**src/rtl/aeic_pkg.sv**
```systemverilog
// Shared types and constants for the acyclic edge insert checker.
// No dependencies; used by aeic_search and the top level.
`timescale 1ns / 1ps

package aeic_pkg;

  // width of a vertex number on the item channels
  localparam int VTX_W = 5;
  // width of the vertex count register
  localparam int CNT_W = 6;

  // item kinds
  localparam logic KIND_QUERY = 1'b0;
  localparam logic KIND_ADD   = 1'b1;

  // control sequencer states
  typedef enum logic [1:0] {
    ST_IDLE,
    ST_SEARCH,
    ST_DONE
  } aeic_state_t;

  // command to the search unit
  typedef struct packed {
    logic             start;
    logic [VTX_W-1:0] src;
    logic [VTX_W-1:0] dst;
  } aeic_search_cmd_t;

  // status back from the search unit
  typedef struct packed {
    logic done;
    logic hit;
  } aeic_search_sts_t;

endpackage

```
**src/rtl/aeic_search.sv**
```systemverilog
// Iterative reachability search: one vertex of the frontier expanded per cycle.
// Depends on aeic_pkg; reads rows from aeic_matrix through rd_idx / rd_row.
`timescale 1ns / 1ps

module aeic_search #(
  parameter int MAX_VERTICES = 32
) (
  input  logic                            clk,
  input  logic                            rst,
  input  aeic_pkg::aeic_search_cmd_t      cmd,
  input  logic [MAX_VERTICES-1:0]         mask,
  output logic [$clog2(MAX_VERTICES)-1:0] rd_idx,
  input  logic [MAX_VERTICES-1:0]         rd_row,
  output aeic_pkg::aeic_search_sts_t      sts
);

  localparam int IDX_W = $clog2(MAX_VERTICES);

  logic [MAX_VERTICES-1:0] frontier;
  logic [MAX_VERTICES-1:0] visited;
  logic [IDX_W-1:0]        dst_idx;
  logic                    busy;

  logic [MAX_VERTICES-1:0] lowest;
  logic [MAX_VERTICES-1:0] row_m;
  logic [MAX_VERTICES-1:0] new_bits;
  logic                    empty;
  logic                    hit;

  // pick the lowest pending vertex
  assign lowest = frontier & (~frontier + 1'b1);

  always_comb begin
    rd_idx = '0;
    for (int i = 0; i < MAX_VERTICES; i++) begin
      if (lowest[i]) begin
        rd_idx = rd_idx | IDX_W'(i);
      end
    end
  end

  // expand its row, ignoring vertices outside the active count
  assign row_m    = rd_row & mask;
  assign new_bits = row_m & ~visited;
  assign empty    = (frontier == '0);
  assign hit      = row_m[dst_idx];

  always_comb begin
    sts.done = busy & (empty | hit);
    sts.hit  = busy & ~empty & hit;
  end

  // busy flag
  always_ff @(posedge clk) begin
    if (rst) begin
      busy <= 1'b0;
    end else if (cmd.start) begin
      busy <= 1'b1;
    end else if (sts.done) begin
      busy <= 1'b0;
    end
  end

  // frontier and visited sets
  always_ff @(posedge clk) begin
    if (cmd.start) begin
      frontier <= {{(MAX_VERTICES-1){1'b0}}, 1'b1} << cmd.src;
      visited  <= {{(MAX_VERTICES-1){1'b0}}, 1'b1} << cmd.src;
      dst_idx  <= IDX_W'(cmd.dst);
    end else if (busy && !empty && !hit) begin
      frontier <= (frontier & ~lowest) | new_bits;
      visited  <= visited | new_bits;
    end
  end

endmodule

```
**config.mk**
```make
export PLATFORM = sky130hd
export DESIGN_NAME = aeic_search
export DESIGN_NICKNAME = d
export VERILOG_FILES = /design/src/rtl/aeic_pkg.sv /design/src/rtl/aeic_search.sv
export SDC_FILE = /design/constraint.sdc
export NUM_CORES = 1
export LEC_CHECK = 0
export BUFFER_PORTS_ARGS = -buffer_cell sky130_fd_sc_hd__buf_2
export CELL_PAD_IN_SITES_DETAIL_PLACEMENT = 1
export CELL_PAD_IN_SITES_GLOBAL_PLACEMENT = 2
export CORE_ASPECT_RATIO = 1.2
export CORE_MARGIN = 3
export CORE_UTILIZATION = 30
export CTS_CLUSTER_DIAMETER = 30
export DETAILED_ROUTE_END_ITERATION = 16
export PLACE_DENSITY_LB_ADDON = 0.08
export REMOVE_ABC_BUFFERS = 1
export SLEW_MARGIN = 40
export SYNTH_ARGS = -nofsm -noshare
export SYNTH_HDL_FRONTEND = slang
export SYNTH_SLANG_ARGS = --single-unit
export TNS_END_PERCENT = 30
```
**constraint.sdc**
```tcl
create_clock -name clk -period 5 [get_ports clk]
set_input_delay 0.25 -clock clk [delete_from_list [all_inputs] [get_ports clk]]
set_output_delay 0.25 -clock clk [all_outputs]
set_load 0.02 [all_outputs]
```
==> results.cfg, run 1 <==
[power]
power_frac_seq_pct = 48.0
sw_frac_of_total_pct = 30.9
p_clk_share_pct = 33.9
comb_power_share_pct = 18.2
power_switching_mw = 0.538
powerDensity_nw_per_um2 = 338
p_leak_nw = 1.88
internal_power_mw = 1.20
ir_worst_vdd_mv = 0.114

[routing]
wl_per_cell_um = 21.3
vias = 4058
drt_wl_total_um = 15600
ant_nets = 0
first_iter_violations = 201
drc_errors = 0
drt_first_pass_iters = 4
routed_via_density = 5.55

[timing]
drv_slew = 0
fin_crit_sh_pct = 64.4
finalClockSkew_ns = 0.00778
setup_slack_ns = 1.78
hold_violations = 0
timing.fmax_mhz = 310
relSlewSlack_pct = 47.5
setup_viol = 0
rsz0062_at_grt = false
worstMarginPinSlew_ns = 0.788
period_needed_ns = 3.22
fin_setup_tns_ns = 0

[status]
status = complete, no violations

[clock_network]
postCtsSetupBuffers = 0
cts_hold_buf = 0
cts_tree = done
cts.sinks = 70
cts_resized = 0
numCtsBuffers = 9
cts.clk_slew.worst_paths_ns = 0.06
cts-root-buf = clkbuf_16
h-tree-depth = 3
clock_path_buffers = 2
clk_latency_ns = 0.34

[placement]
dp.cells = 715
dpl.hpwl_um = 11900
gp_congestion = 0.856
dp_slack_ns = 1.65
port_buffers = 83

[die]
rows = 47
die_x_um = 115
dieArea_um2 = 15800
num_io_pins = 84
core_um2 = 13900
start_util_pct = 30.9
die_y_um = 137

[yosys]
synthCells = 475
yosysUniqueCellTypes = 57
yosysWarnings = 0
synth.avg_cell_area_um2 = 9.03
synth_seq_area_share_pct = 48.8
synth-seq-cells = 70
syn_area_um2 = 4290
synth_flop_cell = edfxtp_1
async_reset_ff_share_pct = 0
synth_edf_count = 69

[grt]
grt_pass1_vias = 4149
overflow = 0
track_usage_pct = 20.4
antenna_found_initial = 0
grt_max_degree = 59
grt_pass1_wl_um = 24100

[cells_and_area]
area_growth_pct = 20.2
fin_cells = 731
final.fill_count = 1669
drive_gt1_share_pct = 21.8
diodes = 0
nets = 632

[worst_setup_path]
critPathCaptureType = primary output
worstPathMaxFanout = 11
worstPathRequired_ns = 4.75
crit_type = flop to primary output
crit_arrival_ns = 2.97
critPathLaunchType = flop

[run]
maxCapViolCount = 0

[min_path]
worstHoldPathType = input port to flop
cells by family (layout without fill, tap and decap cells):
| family | after synthesis | in the layout | synth area share, % |
|---|---|---|---|
| compound gates | 180 | 180 | 24.2 |
| buf+inv | 26 | 111 | 2.48 |
| simple gates | 199 | 199 | 24.5 |
| flops | 70 | 70 | 48.8 |
layout make-up:
| type | instances | area [µm²] | share of cell area, % |
|---|---|---|---|
| clock buffer | 11 | 233 | 4.52 |
| tap | 171 | 214 | 4.15 |
| inverter | 10 | 37.5 | 0.729 |
| sequential | 70 | 2090 | 40.6 |
| timing repair buffer | 85 | 434 | 8.43 |
| clock inverter | 5 | 26.3 | 0.510 |
| multi-input combinational | 379 | 2120 | 41.1 |
through the flow:
stage	instance area (µm²)	hold WS, ns	total power [mW]	utilization (%)
5_1_grt	5150	0.0823	1.83	37.1
3_5_place_dp	4880	0.431	1.16	35.2
3_3_place_gp	4870	0.427	1.15	35.1
2_1_floorplan	4220	0.349	1.01	-
4_1_cts	5140	0.0734	1.76	37.0
6_report	5150	0.0889	1.74	37.1
routing by layer:
| layer | vias to the layer above | global-route usage, % | wire length (µm) |
|---|---|---|---|
| li1 | 1961 | - | - |
| met1 | 2013 | 27.1 | 7030 |
| met2 | 80 | 34.7 | 7910 |
| met3 | 4 | 3.18 | 576 |
| met4 | 0 | 4.76 | 89 |
| met5 | - | 0 | 0 |
layout by cell type, fill, tap and decap left out, types with 3 or more instances in the layout:
cell	instances
buf_2	83
nand2_1	82
edfxtp_1	69
a21oi_1	62
o21ai_0	62
nor2_1	41
nand3_1	13
inv_1	10
clkbuf_16	9
o21a_1	8
nand4_1	8
nor3_1	7
o21ai_1	7
nand2b_1	7
o22ai_1	7
nand4b_1	4
nor4_4	3
nor4_1	3
or3_1	3
nand3b_1	3
or2_2	3
or3_2	3
o22a_1	3
o31ai_1	3
a31oi_1	3
o31a_1	3
clkinv_2	3
registers in the layout (all words and copies together) (netlist names):
signal and cells:
visited 32, frontier 32, busy 1, dst_idx 5
power groups by stage:
stage	registers [mW]	logic (mW)	clock network [mW]
finish	0.834	0.316	0.589
global route	0.848	0.354	0.627
CTS	0.835	0.318	0.602
detailed placement	0.847	0.317	0
global placement	0.842	0.312	0
floorplan	0.821	0.186	0
worst paths after layout:
check	endpoint	slack [ns]	from	cells after the start
worst min register to register	visited[3]	0.62	visited[3]	2
worst max-delay path	rd_idx[1]	1.78	frontier[2]	7
worst min-delay path	dst_idx[1]	0.09	cmd[1]	1
worst max register to register	visited[23]	1.83	frontier[2]	7
worst max-delay path: stages (launching register included):
cell and delay [ns]:
edfxtp_1 0.49, nor4_4 0.53, nand4_2 0.43, or3_4 0.54, o32a_1 0.24, and4_1 0.17, nand2_1 0.06, buf_2 0.16
synthesized netlist by cell type, drive strengths merged, types with 2 or more instances:
library cell	number	share of area, %
nor2b	4	0.58
a311oi	2	0.41
nand4b	4	0.82
o31ai	3	0.53
or4	2	0.44
nand3b	3	0.53
nand2	82	7.2
o22ai	7	1.0
a21o	3	0.55
nand2b	7	1.0
edfxtp	69	48
o311ai	5	1.0
nand3	13	1.5
o21a	8	1.4
buf	3	0.47
nand4	9	1.5
or3	7	1.2
o211ai	2	0.35
a31oi	3	0.44
nor4b	3	0.96
clkbuf	13	1.1
a21oi	62	7.2
o22a	3	0.61
or2	3	0.44
nor3	8	1.2
o21ai	69	8.1
o31a	3	0.61
nor4	8	2.5
nor2	42	3.7
inv	10	0.88
o21bai	2	0.35
No activity file was read; power rests on OpenSTA's default activity.
==> run 2, diff against run 1 <==
==> constraint.sdc (replaced) <==
create_clock -name clk -period 3.35 [get_ports clk]
set_input_delay 0.1675 -clock clk [delete_from_list [all_inputs] [get_ports clk]]
set_output_delay 0.1675 -clock clk [all_outputs]
set_load 0.02 [all_outputs]
==> run 2 against run 1 <==
Count of clock-buffer cells in the layout decreased by 1. Combinational power increased by 59%. Sequential share of layout area decreased by 1.2 points. Sequential cell count unchanged. Sequential power increased by 49%. Setup slack got worse by 1.4 ns. Global-route usage increased by 0.34 points. Non-clock buffer count increased by 12. Critical endpoint is now sts[0].
==> results.cfg, run 2 (synthesis gave the netlist of run 1 again) <==
[cells_and_area]
drive_gt1_share_pct = 22.2
largestRegisters = frontier: 32 flops, visited: 32 flops, dst_idx: 5 flops
nets = 644
area_growth_pct = 23.9
final_common_cell = buf_2
mostFrequentLayoutCells = buf_2 (83), nand2_1 (82), edfxtp_1 (69)
final.fill_count = 1640
diodes = 0
stdcell_area_um2 = 5310
fin_cells = 742

[clock_network]
cts.sinks = 70
clk_latency_ns = 0.35
numCtsBuffers = 9
cts_tree = done
clock_path_buffers = 2
cts.clk_slew.worst_paths_ns = 0.05
h-tree-depth = 3
cts-root-buf = clkbuf_16
cts_resized = 0

[routing]
ant_nets = 0
wl_per_cell_um = 21.3
drt_first_pass_iters = 4
first_iter_violations = 220
drc_errors = 0
drt_wl_total_um = 15800
vias = 4059
routed_via_density = 5.47

[placement]
dpl-instance-area_um2 = 4930
dpl.hpwl_um = 12100
dp.cells = 720
gp_congestion = 0.882
port_buffers = 83

[min_path]
min_from = rst
holdPathStages = 2
hold_path_end = busy
worstHoldPathType = input port to flop

[worst_setup_path]
crit_type = flop to primary output
worst_path_max_delay_cell = edfxtp_1
critPathLaunchType = flop
worstPathRequired_ns = 3.18
worstPathMaxFanout = 11
path_cells = nor4_1, nand4_2, nand4bb_2, nor4_2, or2b_2, nor2b_1, buf_2
slowest_delay_ns = 0.48
reg2reg_slack_ns = 0.43
crit_arrival_ns = 2.82
critPathCaptureType = primary output
reg2reg_depth = 7
r2r_end = visited[0]
rr_startpoint = frontier[10]

[timing]
fin_setup_tns_ns = 0
rsz0062_at_grt = false
drv_slew = 0
fin_crit_sh_pct = 89.2
period_needed_ns = 2.99
worstMarginPinSlew_ns = 0.634
setup_viol = 0
finalClockSkew_ns = 0.00888
timing.fmax_mhz = 334
relSlewSlack_pct = 57.7
hold_violations = 0

[die]
rows = 47
start_util_pct = 30.9
die_y_um = 137
num_io_pins = 84
die_x_um = 115
core_um2 = 13900
dieArea_um2 = 15800

[power]
p_clk_share_pct = 37.2
powerDensity_nw_per_um2 = 521
comb_power_share_pct = 18.1
ir_worst_vdd_mv = 0.195
power_switching_mw = 0.808
p_leak_nw = 1.96
power_frac_seq_pct = 44.7
internal_power_mw = 1.96
sw_frac_of_total_pct = 29.2

[grt]
grt_max_degree = 65
antenna_found_initial = 0
overflow = 0
grt_pass1_vias = 4250
track_usage_pct = 20.7
grt_pass1_wl_um = 24200

[run]
maxCapViolCount = 0

[status]
status = complete, no violations
## run 2: cell count changes in the layout (fill, tap and decap cells not counted), moves of 2 or more
cell and delta:
buf_4 +5, dlygate4sd3_1 +5, clkinv_2 -3, bufinv_16 +2
## run 2: metrics by stage
stage / power (mW) / setup slack [ns] / hold slack (ns) / utilization [%]
floorplan: 1.50 / -1.70 / 0.266 / -
global placement: 1.74 / 0.462 / 0.344 / 35.5
detailed placement: 1.75 / 0.287 / 0.348 / 35.5
CTS: 2.79 / 0.0644 / 0.0286 / 38.1
global route: 2.89 / 0.148 / 0.0308 / 38.3
finish: 2.77 / 0.360 / 0.0279 / 38.3
## run 2: timing repair
action                                  in CTS  in global routing
endpoints found under the setup margin       0                  0
buffers inserted                             0                  0
hold buffers                                 5                  0
endpoints found under the hold margin        5                  0
## run 2: worst max-delay path, delay by kind of cell, from the launching register on
family        cells  cell delay, ns
simple gates      6            1.84
flops             1            0.48
buf+inv           1            0.15
## run 2: worst max path at each step
stage / startpoint / slack [ns] / cells past startpoint / to
2_1_floorplan: dst_idx[2] / -1.70 / 6 / frontier[0]
3_3_place_gp: dst_idx[2] / 0.46 / 8 / visited[12]
3_5_place_dp: dst_idx[2] / 0.29 / 8 / visited[12]
4_1_cts: dst_idx[2] / 0.06 / 8 / sts[0]
5_1_grt: frontier[6] / 0.15 / 7 / sts[0]
6_report: frontier[10] / 0.36 / 7 / sts[0]
## run 2: final cells by class
cell class / count / area [µm²] / share of cell area, %
flip-flops and latches: 70 / 2090 / 39.4
clock buffers: 10 / 229 / 4.31
well taps: 171 / 214 / 4.03
multi-input cells: 379 / 2110 / 39.7
clock inverters: 5 / 75.1 / 1.41
inverters: 10 / 37.5 / 0.707
repair buffers: 97 / 557 / 10.5
## run 2: routing by layer
layer | vias up | GRT usage [%] | part of all wire (%)
met4 | 0 | 7.57 | 2.5
met5 | - | 0 | 0
met1 | 1948 | 25.9 | 43
met3 | 23 | 4.20 | 5.0
li1 | 1991 | - | -
met2 | 97 | 35.2 | 50
## run 2: power by group through the flow
stage / Combinational [mW] / Sequential [mW] / Clock (mW)
after detailed placement: 0.491 / 1.26 / 0
after global routing: 0.560 / 1.26 / 1.08
after floorplan: 0.277 / 1.23 / 0
final: 0.502 / 1.24 / 1.03
after global placement: 0.486 / 1.25 / 0
after CTS: 0.498 / 1.25 / 1.05
==> run 3, diff against run 2 <==
--- a/config.mk
+++ b/config.mk
@@ -5,6 +5,7 @@
 export SDC_FILE = /design/constraint.sdc
 export NUM_CORES = 1
 export LEC_CHECK = 0
+export ABC_AREA = 1
 export BUFFER_PORTS_ARGS = -buffer_cell sky130_fd_sc_hd__buf_2
 export CELL_PAD_IN_SITES_DETAIL_PLACEMENT = 1
 export CELL_PAD_IN_SITES_GLOBAL_PLACEMENT = 2
@@ -12,6 +13,7 @@
 export CORE_MARGIN = 3
 export CORE_UTILIZATION = 30
 export CTS_CLUSTER_DIAMETER = 30
+export CTS_CLUSTER_SIZE = 10
 export DETAILED_ROUTE_END_ITERATION = 16
 export PLACE_DENSITY_LB_ADDON = 0.08
 export REMOVE_ABC_BUFFERS = 1
==> run 3 against run 2 <==
Highest routed layer unchanged. Via count is 15% higher. Sequential power decreased by 6%. Global-route usage grew 0.80 points. Fmax up 13%. Setup slack better by 0.33 ns. Largest cell class unchanged. Clock power is 14% lower. Clock skew rose by 0.0043 ns. Sequential cell count did not move. Largest power group unchanged. Core utilization down 1.2 points. Count of clock-buffer cells in the layout rose by 3.
==> results.cfg, run 3 <==
[clock_network]
cts_tree = done
clk_latency_ns = 0.35
cts_resized = 0
h-tree-depth = 3
numCtsBuffers = 9
postCtsSetupBuffers = 0
cts.sinks = 70
cts-root-buf = clkbuf_16
cts.clk_slew.worst_paths_ns = 0.06
clock_path_buffers = 2

[run]
maxCapViolCount = 0

[min_path]
worstHoldPathType = input port to flop

[yosys]
synth.avg_cell_area_um2 = 7.25
syn_area_um2 = 4630
yosysTopAreaCellShare_pct = 44.8
synth_top_cell_by_area = edfxtp_1
synthTopCellsByCount = nand2_1 (211), edfxtp_1 (69), inv_1 (68), nor2_1 (68), o21ai_0 (64)
yosys.cell_count.top_type = nand2_1
synth_edf_count = 69
async_reset_ff_share_pct = 0
synth_seq_area_share_pct = 45.2
ys_top_cells_by_area = edfxtp_1 (45%), nand2_1 (17%), o21ai_0 (6.9%), nand3_1 (6.6%), inv_1 (5.5%)
synthCells = 638
synth-seq-cells = 70
yosysWarnings = 0
synth_flop_cell = edfxtp_1
yosysUniqueCellTypes = 29

[status]
status = complete, no violations

[routing]
first_iter_violations = 207
vias = 4671
routed_via_density = 5.01
drc_errors = 0
wl_per_cell_um = 18.9
ant_nets = 0
drt_wl_total_um = 17700
drt_first_pass_iters = 4

[die]
die_y_um = 142
rows = 49
die_x_um = 119
dieArea_um2 = 17000
start_util_pct = 30.8
core_um2 = 15000
num_io_pins = 84

[cells_and_area]
multi_input_area_um2 = 2200
nets = 801
area_growth_pct = 20.4
diodes = 0
mostFrequentLayoutCells = nand2_1 (210), buf_2 (83), edfxtp_1 (69)
final.fill_count = 1911
largestRegisters = frontier: 32 flops, visited: 32 flops, dst_idx: 5 flops
seqCellArea_um2 = 2090
final_common_cell = nand2_1
final_util_pct = 37.1
drive_gt1_share_pct = 16.5

[timing]
setup_viol = 0
worstMarginPinSlew_ns = 0.778
period_needed_ns = 2.66
rsz0062_at_grt = false
finalClockSkew_ns = 0.0132
hold_violations = 0
fin_setup_tns_ns = 0
drv_slew = 0
fin_crit_sh_pct = 79.3
relSlewSlack_pct = 47.6
timing.fmax_mhz = 377

[grt]
track_usage_pct = 21.5
antenna_found_initial = 0
overflow = 0
grt_pass1_wl_um = 27700
grt_max_degree = 65
grt_pass1_vias = 4939

[worst_setup_path]
critPathCaptureType = flop
critPathLaunchType = flop
crit_type = flop to flop
worstPathRequired_ns = 3.32
worstPathMaxFanout = 64
crit_arrival_ns = 2.63

[placement]
port_buffers = 83
gp_congestion = 0.929
dpl.hpwl_um = 14000

[power]
p_leak_nw = 2.76
ir_worst_vdd_mv = 0.222
powerDensity_nw_per_um2 = 454
## run 3: kinds of logic after synthesis
group           after synthesis  synth area share, %
flops                        70                 45.2
compound gates               92                 10.3
simple gates                388                 36.9
buf+inv                      88                 7.52
## run 3: where the power goes
part	internal, mW	total [mW]	switching (mW)
sequential	1.09	1.17	0.0859
clock	0.499	0.886	0.387
combinational	0.154	0.470	0.316
total	1.74	2.53	0.788
## run 3: final cells by class
| type | count | area share, % |
|---|---|---|
| inverter | 71 | 4.78 |
| clock inverter | 3 | 0.270 |
| timing repair buffer | 92 | 9.01 |
| clock buffer | 13 | 4.31 |
| tap | 204 | 4.58 |
| multi-input combinational | 480 | 39.5 |
| sequential | 70 | 37.6 |
## run 3: per-layer routing
metal  wire, µm  vias up  GRT usage [%]
met3        573       24           3.98
met2       8880       89           37.7
li1           -     2317              -
met4        427        0           6.76
met5          0        -              0
met1       7780     2241           27.0
## run 3: metrics by stage
stage / std cells / instance area [µm²] / power [mW] / hold WS (ns) / setup slack [ns]
4_1_cts: 933 / 5570 / 2.55 / 0.276 / 0.662
6_report: 933 / 5570 / 2.53 / 0.278 / 0.695
5_1_grt: 933 / 5570 / 2.66 / 0.324 / 0.491
3_3_place_gp: 911 / 5240 / 1.64 / 0.326 / 0.653
2_1_floorplan: 621 / 4540 / 1.45 / 0.237 / 0.253
3_5_place_dp: 911 / 5260 / 1.66 / 0.327 / 0.731
## run 3: path summary, 6_finish.rpt
check	endpoint	cells past startpoint	slack (ns)	start
max	frontier[27]	10	0.69	dst_idx[0]
max reg2reg	frontier[27]	10	0.69	dst_idx[0]
min	visited[15]	5	0.28	mask[15]
min reg2reg	visited[15]	2	0.59	visited[15]
## run 3: timing repair
action                     4_1_cts  5_1_grt
setup endpoints to repair        0        0
hold endpoints to repair         6        0
hold buffers                     6        0
## run 3: critical path, cell delays in order, from the launching register on
cell,delay (ns)
edfxtp_1,0.62
inv_2,0.33
nand2_1,0.10
nand3_1,0.09
nand3_1,0.08
nand3_1,0.08
nand3_1,0.08
nand2_1,0.12
nand2_1,0.11
nand2_2,0.07
buf_6,0.49
